[config.mk]
export PLATFORM = sky130hd
export DESIGN_NAME = rrt_mul
export DESIGN_NICKNAME = d
export VERILOG_FILES = /design/src/rtl/core/rrt_pkg.sv /design/src/rtl/core/rrt_mul.sv
export SDC_FILE = /design/constraint.sdc
export NUM_CORES = 2
export LEC_CHECK = 0
export BUFFER_PORTS_ARGS = -buffer_cell sky130_fd_sc_hd__buf_4
export CAP_MARGIN = 20
export CORE_ASPECT_RATIO = 1.4
export CORE_MARGIN = 2
export CORE_UTILIZATION = 62
export CTS_CLUSTER_SIZE = 8
export DETAILED_ROUTE_END_ITERATION = 6
export PLACE_DENSITY = 0.78
export SYNTH_ARGS = -nofsm -noshare
export SYNTH_HDL_FRONTEND = slang
export SYNTH_SLANG_ARGS = --single-unit
[constraint.sdc]
create_clock -name clk_i -period 8.7 [get_ports clk_i]
set_input_delay 0.435 -clock clk_i [delete_from_list [all_inputs] [get_ports clk_i]]
set_output_delay 0.435 -clock clk_i [all_outputs]
set_load 0.05 [all_outputs]
[src/rtl/core/rrt_pkg.sv]
// Shared types, widths and constants of the reachable-range tracker.
package rrt_pkg;

  // Fixed field widths.
  localparam int unsigned POS_W   = 32;
  localparam int unsigned STEP_W  = 24;
  localparam int unsigned LIM_W   = 31;
  localparam int unsigned CFG_W   = 32;
  localparam int unsigned CFG_IX_W = 3;

  // Magnitude of a position difference or a speed sum before scaling.
  localparam int unsigned MAG_W   = 33;

  // Operand widths of the shared multiplier.
  localparam int unsigned MUL_A_W = 32;
  localparam int unsigned MUL_B_W = 2 * STEP_W;

  // Every motion term is capped at 2^40.
  localparam int unsigned TERM_W  = 41;

  // Window accumulator: position plus three capped terms.
  localparam int unsigned ACC_W   = 44;

  localparam int unsigned FRAC_BITS_DEF = 16;

  // Register reset values.
  localparam logic signed [POS_W-1:0] POS_LOW_RST  = {1'b1, {(POS_W-1){1'b0}}};
  localparam logic signed [POS_W-1:0] POS_HIGH_RST = {1'b0, {(POS_W-1){1'b1}}};
  localparam logic [STEP_W-1:0]       STEP_RST     = STEP_W'(65536);
  localparam logic [LIM_W-1:0]        VEL_RST      = LIM_W'(65536);
  localparam logic [LIM_W-1:0]        ACC_RST      = LIM_W'(65536);

  // Configuration register indexes.
  typedef enum logic [CFG_IX_W-1:0] {
    CFG_POS_LOW   = 3'd0,
    CFG_POS_HIGH  = 3'd1,
    CFG_STEP_TIME = 3'd2,
    CFG_VEL_LIMIT = 3'd3,
    CFG_ACC_LIMIT = 3'd4
  } cfg_idx_e;

  // Stream payloads.
  typedef struct packed {
    logic signed [POS_W-1:0] proposed_position;
  } rrt_in_t;

  typedef struct packed {
    logic                    accepted;
    logic signed [POS_W-1:0] window_low;
    logic signed [POS_W-1:0] window_high;
    logic signed [POS_W-1:0] current_position;
  } rrt_out_t;

  // Requests to the shared units.
  typedef struct packed {
    logic [MAG_W-1:0] dividend;
    logic [LIM_W-1:0] divisor;
  } rrt_div_req_t;

  typedef struct packed {
    logic               wide;
    logic [MUL_A_W-1:0] a;
    logic [MUL_B_W-1:0] b;
  } rrt_mul_req_t;

endpackage

[src/rtl/core/rrt_mul.sv]
// Shared multiplier: 32 x 48 bits as two registered 32 x 24 partial products.
module rrt_mul
  import rrt_pkg::*;
#(
  parameter int unsigned FRAC_BITS = FRAC_BITS_DEF
) (
  input  logic               clk_i,
  input  logic               rst_ni,
  input  logic               start_i,
  input  rrt_mul_req_t       req_i,
  output logic               done_o,
  output logic [MUL_B_W-1:0] prod_o,
  output logic [TERM_W-1:0]  term_o
);

  localparam int unsigned HALF   = MUL_B_W / 2;
  localparam int unsigned PP_W   = MUL_A_W + HALF;
  localparam int unsigned PROD_W = MUL_A_W + MUL_B_W;
  localparam int unsigned SH_N   = FRAC_BITS;
  localparam int unsigned SH_W   = 2 * FRAC_BITS + 1;
  localparam logic [PROD_W-1:0] CAP = PROD_W'(1) << (TERM_W - 1);

  typedef enum logic [1:0] {
    MP_IDLE,
    MP_LO,
    MP_HI,
    MP_ADD
  } phase_e;

  phase_e             phase_q;
  logic               done_q;
  logic               wide_q;
  logic [MUL_A_W-1:0] a_q;
  logic [MUL_B_W-1:0] b_q;
  logic [PP_W-1:0]    pp_q;
  logic [PROD_W-1:0]  acc_q;
  logic [PROD_W-1:0]  shifted;

  always_ff @(posedge clk_i or negedge rst_ni) begin
    if (!rst_ni) begin
      phase_q <= MP_IDLE;
      done_q  <= 1'b0;
    end else begin
      done_q <= 1'b0;
      unique case (phase_q)
        MP_IDLE: if (start_i) phase_q <= MP_LO;
        MP_LO:   phase_q <= MP_HI;
        MP_HI:   phase_q <= MP_ADD;
        MP_ADD: begin
          phase_q <= MP_IDLE;
          done_q  <= 1'b1;
        end
        default: phase_q <= MP_IDLE;
      endcase
    end
  end

  // Low half product, then high half product while the low one is banked.
  always_ff @(posedge clk_i) begin
    if (start_i && phase_q == MP_IDLE) begin
      a_q    <= req_i.a;
      b_q    <= req_i.b;
      wide_q <= req_i.wide;
    end
    if (phase_q == MP_LO) begin
      pp_q <= a_q * b_q[HALF-1:0];
    end else if (phase_q == MP_HI) begin
      acc_q <= PROD_W'(pp_q);
      pp_q  <= a_q * b_q[MUL_B_W-1:HALF];
    end else if (phase_q == MP_ADD) begin
      acc_q <= acc_q + (PROD_W'(pp_q) << HALF);
    end
  end

  // Scaled and capped term.
  assign shifted = wide_q ? (acc_q >> SH_W) : (acc_q >> SH_N);
  assign term_o  = (shifted > CAP) ? CAP[TERM_W-1:0] : shifted[TERM_W-1:0];
  assign prod_o  = acc_q[MUL_B_W-1:0];
  assign done_o  = done_q;

endmodule

==> summary.md <==
| Metric | Value |
|---|---|
| Status | completed |
| Register area share after synthesis | 0.106 |
| Initial DRC Count | 3695 |
| Synthesized flop and latch total | between 200 and 250 |
| CP max FO | 16 |
| Max-cap violations | 0 |
| Synth area leaders | fa_1, edfxtp_1, inv_1 |
| I/O Pins | 174 |
| Die ar. | 102000 sq um |
| Crit Path Class | reg -> reg |
| Syn Std Cell Area | between 60000 and 70000 sq um |
| Layout cells sized above 1 | 0.0720 |
| Final Hold Viols | 0 |
| Buf+Inv Stages, Crit Path | 6 |
| Mean post-synth cell area | 9.11 sq um |
| H-tree Lvls | 2 |
| Slew HR | 0.234 |
| Critical Path Source Type | register |
| Minimum clock period | 8.34 ns |
| Worst Skew | 0.0249 ns |
| # hold bufs at CTS | 42 |
| Root buffer cell | clkbuf_16 |
| Pre-Repair DR Iteration Count | 6 |
| Vias in the first global route | approximately 52000 |
| Top FF cell, synth | edfxtp_1 |
| Setup bufs post-CTS | 0 |
| Core box area | roughly 99000 sq um |
| Total negative setup slack | 0 ns |
| Vias per cell | 5.85 |
| Initial antenna violation count | 12 |
| Cts bufs inserted | 36 |
| Die Y | 378 um |
| Fmax | 120 MHz |
| Worst-path clk slew | 0.06 ns |
| Slew @ Worst Pin | 1.15 ns |
| Syn Inst Count | 6795 |
| Async set-or-reset flop fraction in the synthesized netlist | 0.0136 |
| Number of synthesized flops with an enable pin | roughly 220 |
| Antenna viol nets, final | 0 |
| CP dominant cell by count | fa_1 |
| Final Cycle Share | 0.959 |
| Critical-path top delay cell | edfxtp_1 |
| Dpl cells | 8062 |
| Clock Latency Late Sink | 0.61 ns |
| Max-slew violation count | 0 |
| I/O Buffers | between 150 and 200 |
| DRC violations left | 0 |
| Starting Density | 0.624 |
| Worst Path Required | 9.04 ns |
| Worst EP arrival | 8.68 ns |
| Crit. End Element | register |
| P&R area growth vs syn | 7.35% |
| Drt total wl | 186000 um |
| Largest area contributor in the netlist | fa_1 |
| Grt total ovfl | 0 |
| Cts repair resizes | 0 |
| Post-synth cell types | 85 |
| First-pass GRT wire length | roughly 290000 um |
| GRT Util Overall | 0.374 |
| CTS tree | built |
| Final Setup Violations | 0 |
| WL/cell | 22.8 um |
| Largest net degree at the start of global routing | 79 |
| Final worst setup slack | roughly 0.36 ns |
| Vias | ~48000 |
| GPL Wtd Cong | 0.987 |
| Rows | 137 |
| Final Instance Count excl. Fillers | 8169 |
| Max incr delay on CP | approximately 0.98 ns |
| Type of the worst min-delay path | in -> reg |
| Synth top area share | 0.426 |
| Ys Warns | 0 |
| Top cells by count, synth | inv_1, fa_1, nand2_1 |
| HPWL after DPL | roughly 150000 um |
| Setup Slack @ Placement | a little under 0.6 ns |
| RSZ-0062 raised after global routing | no |
| Layout Nets | between 8000 and 9000 |
| Worst hold slack | about 0.012 ns |
| Syn_nets | 8620 |
| CTS Buffer Depth | 3 |
| Crit path max-delay family | adder cells |
| Most common cell in the netlist | inv_1 |
| Die X | ~270 um |
| CTS sink count | 220 |
[layout make-up]
cell class | instances | area (sq um)
multi-input cells | 4655 | 47900
fillers | 7849 | 32800
flip-flops and latches | 220 | 6590
inverters | 1482 | 5560
repair buffers | 432 | 3610
well taps | 1320 | 1650
clock buffers | 50 | 953
clock inverters | 9 | 154
diodes | 1 | 2.50
[stage by stage]
step                      utilization  cell area (sq um)
after detailed placement        0.653              64800
after global placement          0.652              64800
after floorplan                     -              61900
after CTS                       0.668              66300
after global routing            0.669              66400
final                           0.669              66400
[state kept, by name, indices dropped and copies added, names as in the netlist]
name	cells
b_q	48
a_q	32
done_o	1
phase_q	2
wide_q	1
pp_q	56
acc_q	80
[kinds of logic (layout without fill, tap and decap cells)]
group	count (synthesis)	after routing	synth area share
compound gates	604	604	0.0638
xor+xnor	148	148	0.0209
fa+ha+maj	1741	1741	0.512
buf+inv	1920	1973	0.120
flops	220	220	0.106
mux	60	60	0.00993
other cells	0	1	0
simple gates	2102	2102	0.167
[placed cells by master, fill, tap and decap left out, types with 42 or more instances in the layout]
cell           instances
buf_4                371
a21o_1               104
inv_1               1482
fa_1                1317
nand4_1               42
mux2i_1               49
o21ai_0              137
a21oi_1              180
dlygate4sd3_1         42
xor2_1                60
ha_1                 421
and2_1               803
nand2_1              942
edfxtp_1             217
nor2_1               156
xnor2_1               88
[worst reg2reg max path, delay by kind of cell (launching register included)]
| family | cells | cell delay (ns) |
|---|---|---|
| flops | 1 | 0.98 |
| simple gates | 3 | 0.80 |
| fa+ha+maj | 8 | 3.84 |
| compound gates | 6 | 1.43 |
| mux | 1 | 0.09 |
| buf+inv | 6 | 0.78 |
| xor+xnor | 1 | 0.17 |
[routing by layer]
metal | track usage | vias to the layer above | routed length [um]
met5 | 0 | - | 63
met4 | 0.289 | 10 | 18000
met3 | 0.0756 | 885 | 16200
met2 | 0.633 | 2442 | 90700
met1 | 0.415 | 24100 | 61000
li1 | - | 20300 | -
[path summary, 6_finish.rpt]
path	depth (start not counted)	from	slack (ns)	to
max in group asynchronous	2	rst_ni	8.40	phase_q[1]$_DFFE_PN0P_
max	25	a_q[23]$_DFFE_PP_	0.36	pp_q[55]$_DFFE_PP_
min in group asynchronous	2	rst_ni	0.20	done_o$_DFF_PN0_
min	1	req_i[52]	0.01	a_q[4]$_DFFE_PP_
max reg2reg	25	a_q[23]$_DFFE_PP_	0.36	pp_q[55]$_DFFE_PP_
min reg2reg	1	pp_q[20]$_DFFE_PP_	0.58	acc_q[20]$_DFFE_PP_
Power is left out: the tool's default activity adds up to more than one toggle a clock period on the data nets, which glitch-free logic cannot reach.
