File: src/rtl/core/rrt_pkg.sv
// Shared types, widths and constants of the reachable-range tracker.
package rrt_pkg;

  // Fixed field widths.
  localparam int unsigned POS_W   = 32;
  localparam int unsigned STEP_W  = 24;
  localparam int unsigned LIM_W   = 31;
  localparam int unsigned CFG_W   = 32;
  localparam int unsigned CFG_IX_W = 3;

  // Magnitude of a position difference or a speed sum before scaling.
  localparam int unsigned MAG_W   = 33;

  // Operand widths of the shared multiplier.
  localparam int unsigned MUL_A_W = 32;
  localparam int unsigned MUL_B_W = 2 * STEP_W;

  // Every motion term is capped at 2^40.
  localparam int unsigned TERM_W  = 41;

  // Window accumulator: position plus three capped terms.
  localparam int unsigned ACC_W   = 44;

  localparam int unsigned FRAC_BITS_DEF = 16;

  // Register reset values.
  localparam logic signed [POS_W-1:0] POS_LOW_RST  = {1'b1, {(POS_W-1){1'b0}}};
  localparam logic signed [POS_W-1:0] POS_HIGH_RST = {1'b0, {(POS_W-1){1'b1}}};
  localparam logic [STEP_W-1:0]       STEP_RST     = STEP_W'(65536);
  localparam logic [LIM_W-1:0]        VEL_RST      = LIM_W'(65536);
  localparam logic [LIM_W-1:0]        ACC_RST      = LIM_W'(65536);

  // Configuration register indexes.
  typedef enum logic [CFG_IX_W-1:0] {
    CFG_POS_LOW   = 3'd0,
    CFG_POS_HIGH  = 3'd1,
    CFG_STEP_TIME = 3'd2,
    CFG_VEL_LIMIT = 3'd3,
    CFG_ACC_LIMIT = 3'd4
  } cfg_idx_e;

  // Stream payloads.
  typedef struct packed {
    logic signed [POS_W-1:0] proposed_position;
  } rrt_in_t;

  typedef struct packed {
    logic                    accepted;
    logic signed [POS_W-1:0] window_low;
    logic signed [POS_W-1:0] window_high;
    logic signed [POS_W-1:0] current_position;
  } rrt_out_t;

  // Requests to the shared units.
  typedef struct packed {
    logic [MAG_W-1:0] dividend;
    logic [LIM_W-1:0] divisor;
  } rrt_div_req_t;

  typedef struct packed {
    logic               wide;
    logic [MUL_A_W-1:0] a;
    logic [MUL_B_W-1:0] b;
  } rrt_mul_req_t;

endpackage

File: src/rtl/core/rrt_div.sv
// Restoring divider, one quotient bit per cycle, dividend scaled by 2^FRAC_BITS.
module rrt_div
  import rrt_pkg::*;
#(
  parameter int unsigned FRAC_BITS = FRAC_BITS_DEF
) (
  input  logic                          clk_i,
  input  logic                          rst_ni,
  input  logic                          start_i,
  input  rrt_div_req_t                  req_i,
  output logic                          done_o,
  output logic [MAG_W+FRAC_BITS-1:0]    quot_o
);

  localparam int unsigned DW = MAG_W + FRAC_BITS;
  localparam int unsigned CW = $clog2(DW + 1);

  logic [DW-1:0]    dq_q;
  logic [LIM_W-1:0] rem_q;
  logic [LIM_W-1:0] div_q;
  logic [CW-1:0]    cnt_q;
  logic             busy_q;
  logic             done_q;

  logic [LIM_W:0]   trial;
  logic [LIM_W:0]   diff;
  logic             ge;

  // One trial subtraction per cycle.
  assign trial = {rem_q, dq_q[DW-1]};
  assign ge    = trial >= {1'b0, div_q};
  assign diff  = trial - {1'b0, div_q};

  always_ff @(posedge clk_i or negedge rst_ni) begin
    if (!rst_ni) begin
      busy_q <= 1'b0;
      done_q <= 1'b0;
      cnt_q  <= '0;
    end else begin
      done_q <= 1'b0;
      if (start_i) begin
        busy_q <= 1'b1;
        cnt_q  <= CW'(DW);
      end else if (busy_q) begin
        cnt_q <= cnt_q - CW'(1);
        if (cnt_q == CW'(1)) begin
          busy_q <= 1'b0;
          done_q <= 1'b1;
        end
      end
    end
  end

  // Datapath: dividend bits shift out at the top, quotient bits in at the bottom.
  always_ff @(posedge clk_i) begin
    if (start_i) begin
      dq_q  <= {req_i.dividend, {FRAC_BITS{1'b0}}};
      rem_q <= '0;
      div_q <= req_i.divisor;
    end else if (busy_q) begin
      dq_q  <= {dq_q[DW-2:0], ge};
      rem_q <= ge ? diff[LIM_W-1:0] : trial[LIM_W-1:0];
    end
  end

  assign done_o = done_q;
  assign quot_o = dq_q;

endmodule

File: config.mk
export PLATFORM = sky130hd
export DESIGN_NAME = rrt_div
export DESIGN_NICKNAME = d
export VERILOG_FILES = /design/src/rtl/core/rrt_pkg.sv /design/src/rtl/core/rrt_div.sv
export SDC_FILE = /design/constraint.sdc
export NUM_CORES = 1
export LEC_CHECK = 0
export BUFFER_PORTS_ARGS = -buffer_cell sky130_fd_sc_hd__buf_2
export CORE_MARGIN = 4
export CORE_UTILIZATION = 56
export DETAILED_ROUTE_END_ITERATION = 7
export GPL_TIMING_DRIVEN = 0
export PLACE_DENSITY = 0.8
export SLEW_MARGIN = 25
export SYNTH_ARGS = -nofsm -noshare
export SYNTH_HDL_FRONTEND = slang
export SYNTH_SLANG_ARGS = --single-unit
File: constraint.sdc
create_clock -name clk_i -period 3.4 [get_ports clk_i]
set_input_delay 0.51 -clock clk_i [delete_from_list [all_inputs] [get_ports clk_i]]
set_output_delay 0.51 -clock clk_i [all_outputs]
set_load 0.01 [all_outputs]
==> results.rst <==
.. list-table::
   :header-rows: 1

   * - Metric
     - Value
   * - Outcome
     - finished, final reports clean
   * - Share of synthesized registers carrying an async set or reset
     - 6.72%
   * - Initial antenna violation count
     - 0
   * - CP Data Required Time
     - 3.68 ns
   * - Area fraction of the dominant cell type after synthesis
     - 30.3%
   * - Mean instance size in the synthesized netlist
     - 10.0 um^2
   * - Top Family by Delay on Critical Path
     - compound AO/OA/AOI/OAI gates
   * - Overflow after GRT
     - 0
   * - Ports placed on the boundary
     - 117
   * - Area of the core region
     - 10900 um^2
   * - Fraction of power consumed by the clock network
     - 34.9%
   * - Reg clk slew, reported paths
     - 0.06 ns
   * - Die width
     - 114 um
   * - Cell at the root of the clock tree
     - sky130_fd_sc_hd__clkbuf_16
   * - Kind of capture point of the worst setup path
     - register
   * - Slowest stage delay, CP
     - 0.42 ns
   * - Clock tree from TritonCTS
     - yes
   * - Total detailed-routing wirelength
     - 16.2 mm
   * - Worst voltage drop across the vdd grid
     - 0.547 mV
   * - Sequential Power Share
     - 34.1%
   * - Wire length of the first global-routing pass
     - 25.8 mm
   * - Clock net sink count
     - 119
   * - Highest attainable clock frequency
     - 304 MHz
   * - Switching Share
     - 33.1%
   * - Input/output buffers
     - 116
   * - Setup TNS
     - 0 ns
   * - Combinational share of power
     - 31.0%
   * - Ratio of total power to cell area
     - 702 nW/um^2
   * - Max-slew violation count
     - 0
   * - Share of cells above drive strength 1
     - 21.1%
   * - Number of max-cap violations
     - 0
   * - Buffer and inverter count on the worst path
     - 2
   * - Cts bufs inserted
     - 17
   * - Seq cells post-synth
     - 119
   * - EDFF count, synth
     - 64
   * - Die Ht
     - 114 um
   * - Final cycle utilization of the critical path
     - 96.6%
   * - Worst slack at placement
     - 0.115 ns
   * - Most common cell in the netlist
     - sky130_fd_sc_hd__nor2_1
   * - Number of nets in the finished design
     - 869
   * - Antenna cells
     - 0
   * - Startpoint-to-endpoint class of the critical path
     - register to register
   * - Iteration-0 DRC Markers
     - 348
   * - Reg-to-reg slack, setup
     - 0.11 ns
   * - Total number of vias
     - 5428
   * - Final count of negative-setup-slack endpoints
     - 0
   * - Setup slack after layout
     - 0.114 ns
   * - Most frequently used flop master after synthesis
     - sky130_fd_sc_hd__edfxtp_1
   * - Skew-Pair Late Insertion Delay
     - 0.43 ns
   * - Met2 usage in global routing
     - 41.2%
   * - H-tree depth
     - 4
   * - Final weighted congestion in routability-driven placement
     - 0.918
   * - Cell types occupying the most area after synthesis
     - sky130_fd_sc_hd__edfxtp_1, sky130_fd_sc_hd__dfxtp_1, sky130_fd_sc_hd__ha_1
   * - Setup repair after global routing missed its margin
     - no
   * - Net count after synthesis
     - 733
   * - Maximum number of pins on one net before global-route repair
     - 36
   * - Grt peak-use layer
     - met2
   * - Most area-hungry cell type in the Yosys netlist
     - sky130_fd_sc_hd__edfxtp_1
   * - Starting utilization of the core area
     - 58.0%
   * - Met1 Resource Use GR
     - 30.7%
   * - Share of the core filled with cells
     - 71.0%
   * - Number of standard-cell rows in the floorplan
     - 38
   * - Seq/Total Area, Yosys
     - 48.3%
   * - Sw Pwr
     - 1.80 mW
   * - Clock skew after layout
     - 0.0149 ns
   * - Mean routed wirelength per cell
     - 17.6 um
   * - Relative max-transition margin
     - 45.7%
   * - Worst-margin pin slew
     - 0.815 ns
   * - DRC violation count after routing
     - 0
   * - Area overhead of the layout relative to synthesis
     - 22.4%
   * - Warnings, synthesis
     - 0
   * - HPWL reported at the end of detailed placement
     - 11.3 mm
   * - Via count of the first global-routing pass
     - 5394
   * - Hold violation count in the final report
     - 0
   * - Cell chain of the critical path
     - inv_1 -> ha_1 -> fa_1 -> nand2b_1 -> a21oi_4 -> nand3_1 -> and3_1 -> o211a_1 -> o21ai_2 -> clkbuf_4 -> mux2i_1 -> a211oi_1
   * - Top cell types by occurrence after synthesis
     - sky130_fd_sc_hd__nor2_1, sky130_fd_sc_hd__edfxtp_1, sky130_fd_sc_hd__dfxtp_1, sky130_fd_sc_hd__a21oi_1, sky130_fd_sc_hd__inv_1
   * - Cell Int Power
     - 3.65 mW
   * - Gate count of the mapped netlist
     - 632
   * - Maximum root-to-sink buffer count
     - 2
   * - Post-synthesis cell type count
     - 60
   * - Floorplan die area
     - 13100 um^2
   * - Tmin final
     - 3.29 ns
   * - Critical Path Source Type
     - register
   * - Detailed Routing Iterations Pass 1
     - 5
   * - Global-route usage over all layers
     - 25.2%
   * - Static leakage
     - 3.63 nW
   * - Post-route antenna net violation count
     - 0
   * - Post-synthesis instance area
     - 6340 um^2
   * - Worst Path Arrival
     - 3.57 ns
   * - Met3 global-route usage
     - 7.19%
   * - Via-to-Cell Ratio
     - 5.89
   * - Critical path's slowest cell
     - sky130_fd_sc_hd__edfxtp_1
   * - Worst min path class
     - input port to register
   * - Max Fanout on Critical Path
     - 10
==> power by group through the flow <==
stage | logic [mW] | registers [mW] | clock network, mW
final | 1.69 | 1.86 | 1.90
after global routing | 1.87 | 1.88 | 1.99
after CTS | 1.65 | 1.85 | 1.92
after detailed placement | 1.63 | 1.88 | 0
after global placement | 1.58 | 1.87 | 0
after floorplan | 1.21 | 1.87 | 0
==> metrics by stage <==
| stage | instance area (um^2) | std cells | hold WS [ns] | total power, mW |
|---|---|---|---|---|
| after detailed placement | 7090 | 888 | 0.363 | 3.50 |
| after CTS | 7730 | 921 | 0.240 | 5.42 |
| after global placement | 7090 | 888 | 0.357 | 3.44 |
| after floorplan | 6340 | 632 | 0.214 | 3.08 |
| final | 7760 | 921 | 0.256 | 5.45 |
| after global routing | 7760 | 921 | 0.243 | 5.74 |
==> layout by cell type, fill, tap and decap left out, types with 8 or more instances in the layout <==
cell type and instances:
sky130_fd_sc_hd__inv_1 42, sky130_fd_sc_hd__a22o_1 36, sky130_fd_sc_hd__xnor2_1 10, sky130_fd_sc_hd__a211oi_1 28, sky130_fd_sc_hd__a21oi_1 46, sky130_fd_sc_hd__edfxtp_1 64, sky130_fd_sc_hd__nor2_1 76, sky130_fd_sc_hd__clkbuf_1 28
sky130_fd_sc_hd__ha_1 33, sky130_fd_sc_hd__mux2i_1 21, sky130_fd_sc_hd__clkbuf_16 18, sky130_fd_sc_hd__a21o_1 18, sky130_fd_sc_hd__nand2b_1 10, sky130_fd_sc_hd__o21ai_0 24, sky130_fd_sc_hd__nand2_1 28, sky130_fd_sc_hd__dfxtp_1 47
sky130_fd_sc_hd__buf_2 118, sky130_fd_sc_hd__dfrtp_1 8, sky130_fd_sc_hd__xor2_1 16, sky130_fd_sc_hd__a31oi_1 8
==> repair_timing <==
| item | 4_1_cts | 5_1_grt |
|---|---|---|
| hold buffers | 1 | 0 |
| hold endpoints to repair | 8 | 0 |
| setup endpoints to repair | 0 | 18 |
| resized for setup | 0 | 8 |
| buffers inserted | 0 | 0 |
==> kinds of logic after synthesis <==
family | Yosys count | synth area share [%]
buf+inv | 78 | 4.80
simple gates | 153 | 11.1
fa+ha+maj | 34 | 6.83
xor+xnor | 26 | 3.59
compound gates | 199 | 21.7
mux | 23 | 3.67
flops | 119 | 48.3
==> registers in the layout, summed over array words and instances (netlist names) <==
name    flops
rem_q      31
cnt_q       6
quot_o     49
div_q      31
busy_q      1
done_o      1
==> cell type report <==
class / instances / area, um^2
multi-input combinational: 435 / 2990
buffer: 35 / 148
fill: 815 / 3180
inverter: 43 / 161
tap: 140 / 175
timing repair buffer: 117 / 591
clock buffer: 20 / 468
clock inverter: 12 / 163
sequential: 119 / 3060
==> final timing paths <==
path / startpoint / endpoint / depth (start not counted)
worst max-delay path: quot_o[48]$_DFFE_PP_ / rem_q[8]$_SDFFE_PP0P_ / 12
worst max register to register: quot_o[48]$_DFFE_PP_ / rem_q[8]$_SDFFE_PP0P_ / 12
worst min register to register: rem_q[27]$_SDFFE_PP0P_ / rem_q[27]$_SDFFE_PP0P_ / 2
worst min-delay path: req_i[2] / div_q[2]$_DFFE_PP_ / 1
min in group asynchronous: rst_ni / cnt_q[0]$_DFFE_PN0P_ / 2
max in group asynchronous: rst_ni / cnt_q[1]$_DFFE_PN0P_ / 2
==> metal layers <==
| layer | vias to the layer above | share of wire [%] |
|---|---|---|
| met2 | 221 | 48 |
| met1 | 2594 | 42 |
| met3 | 34 | 6.9 |
| met5 | - | 0 |
| li1 | 2579 | - |
| met4 | 0 | 2.5 |
No activity file was read; power rests on OpenSTA's default activity.
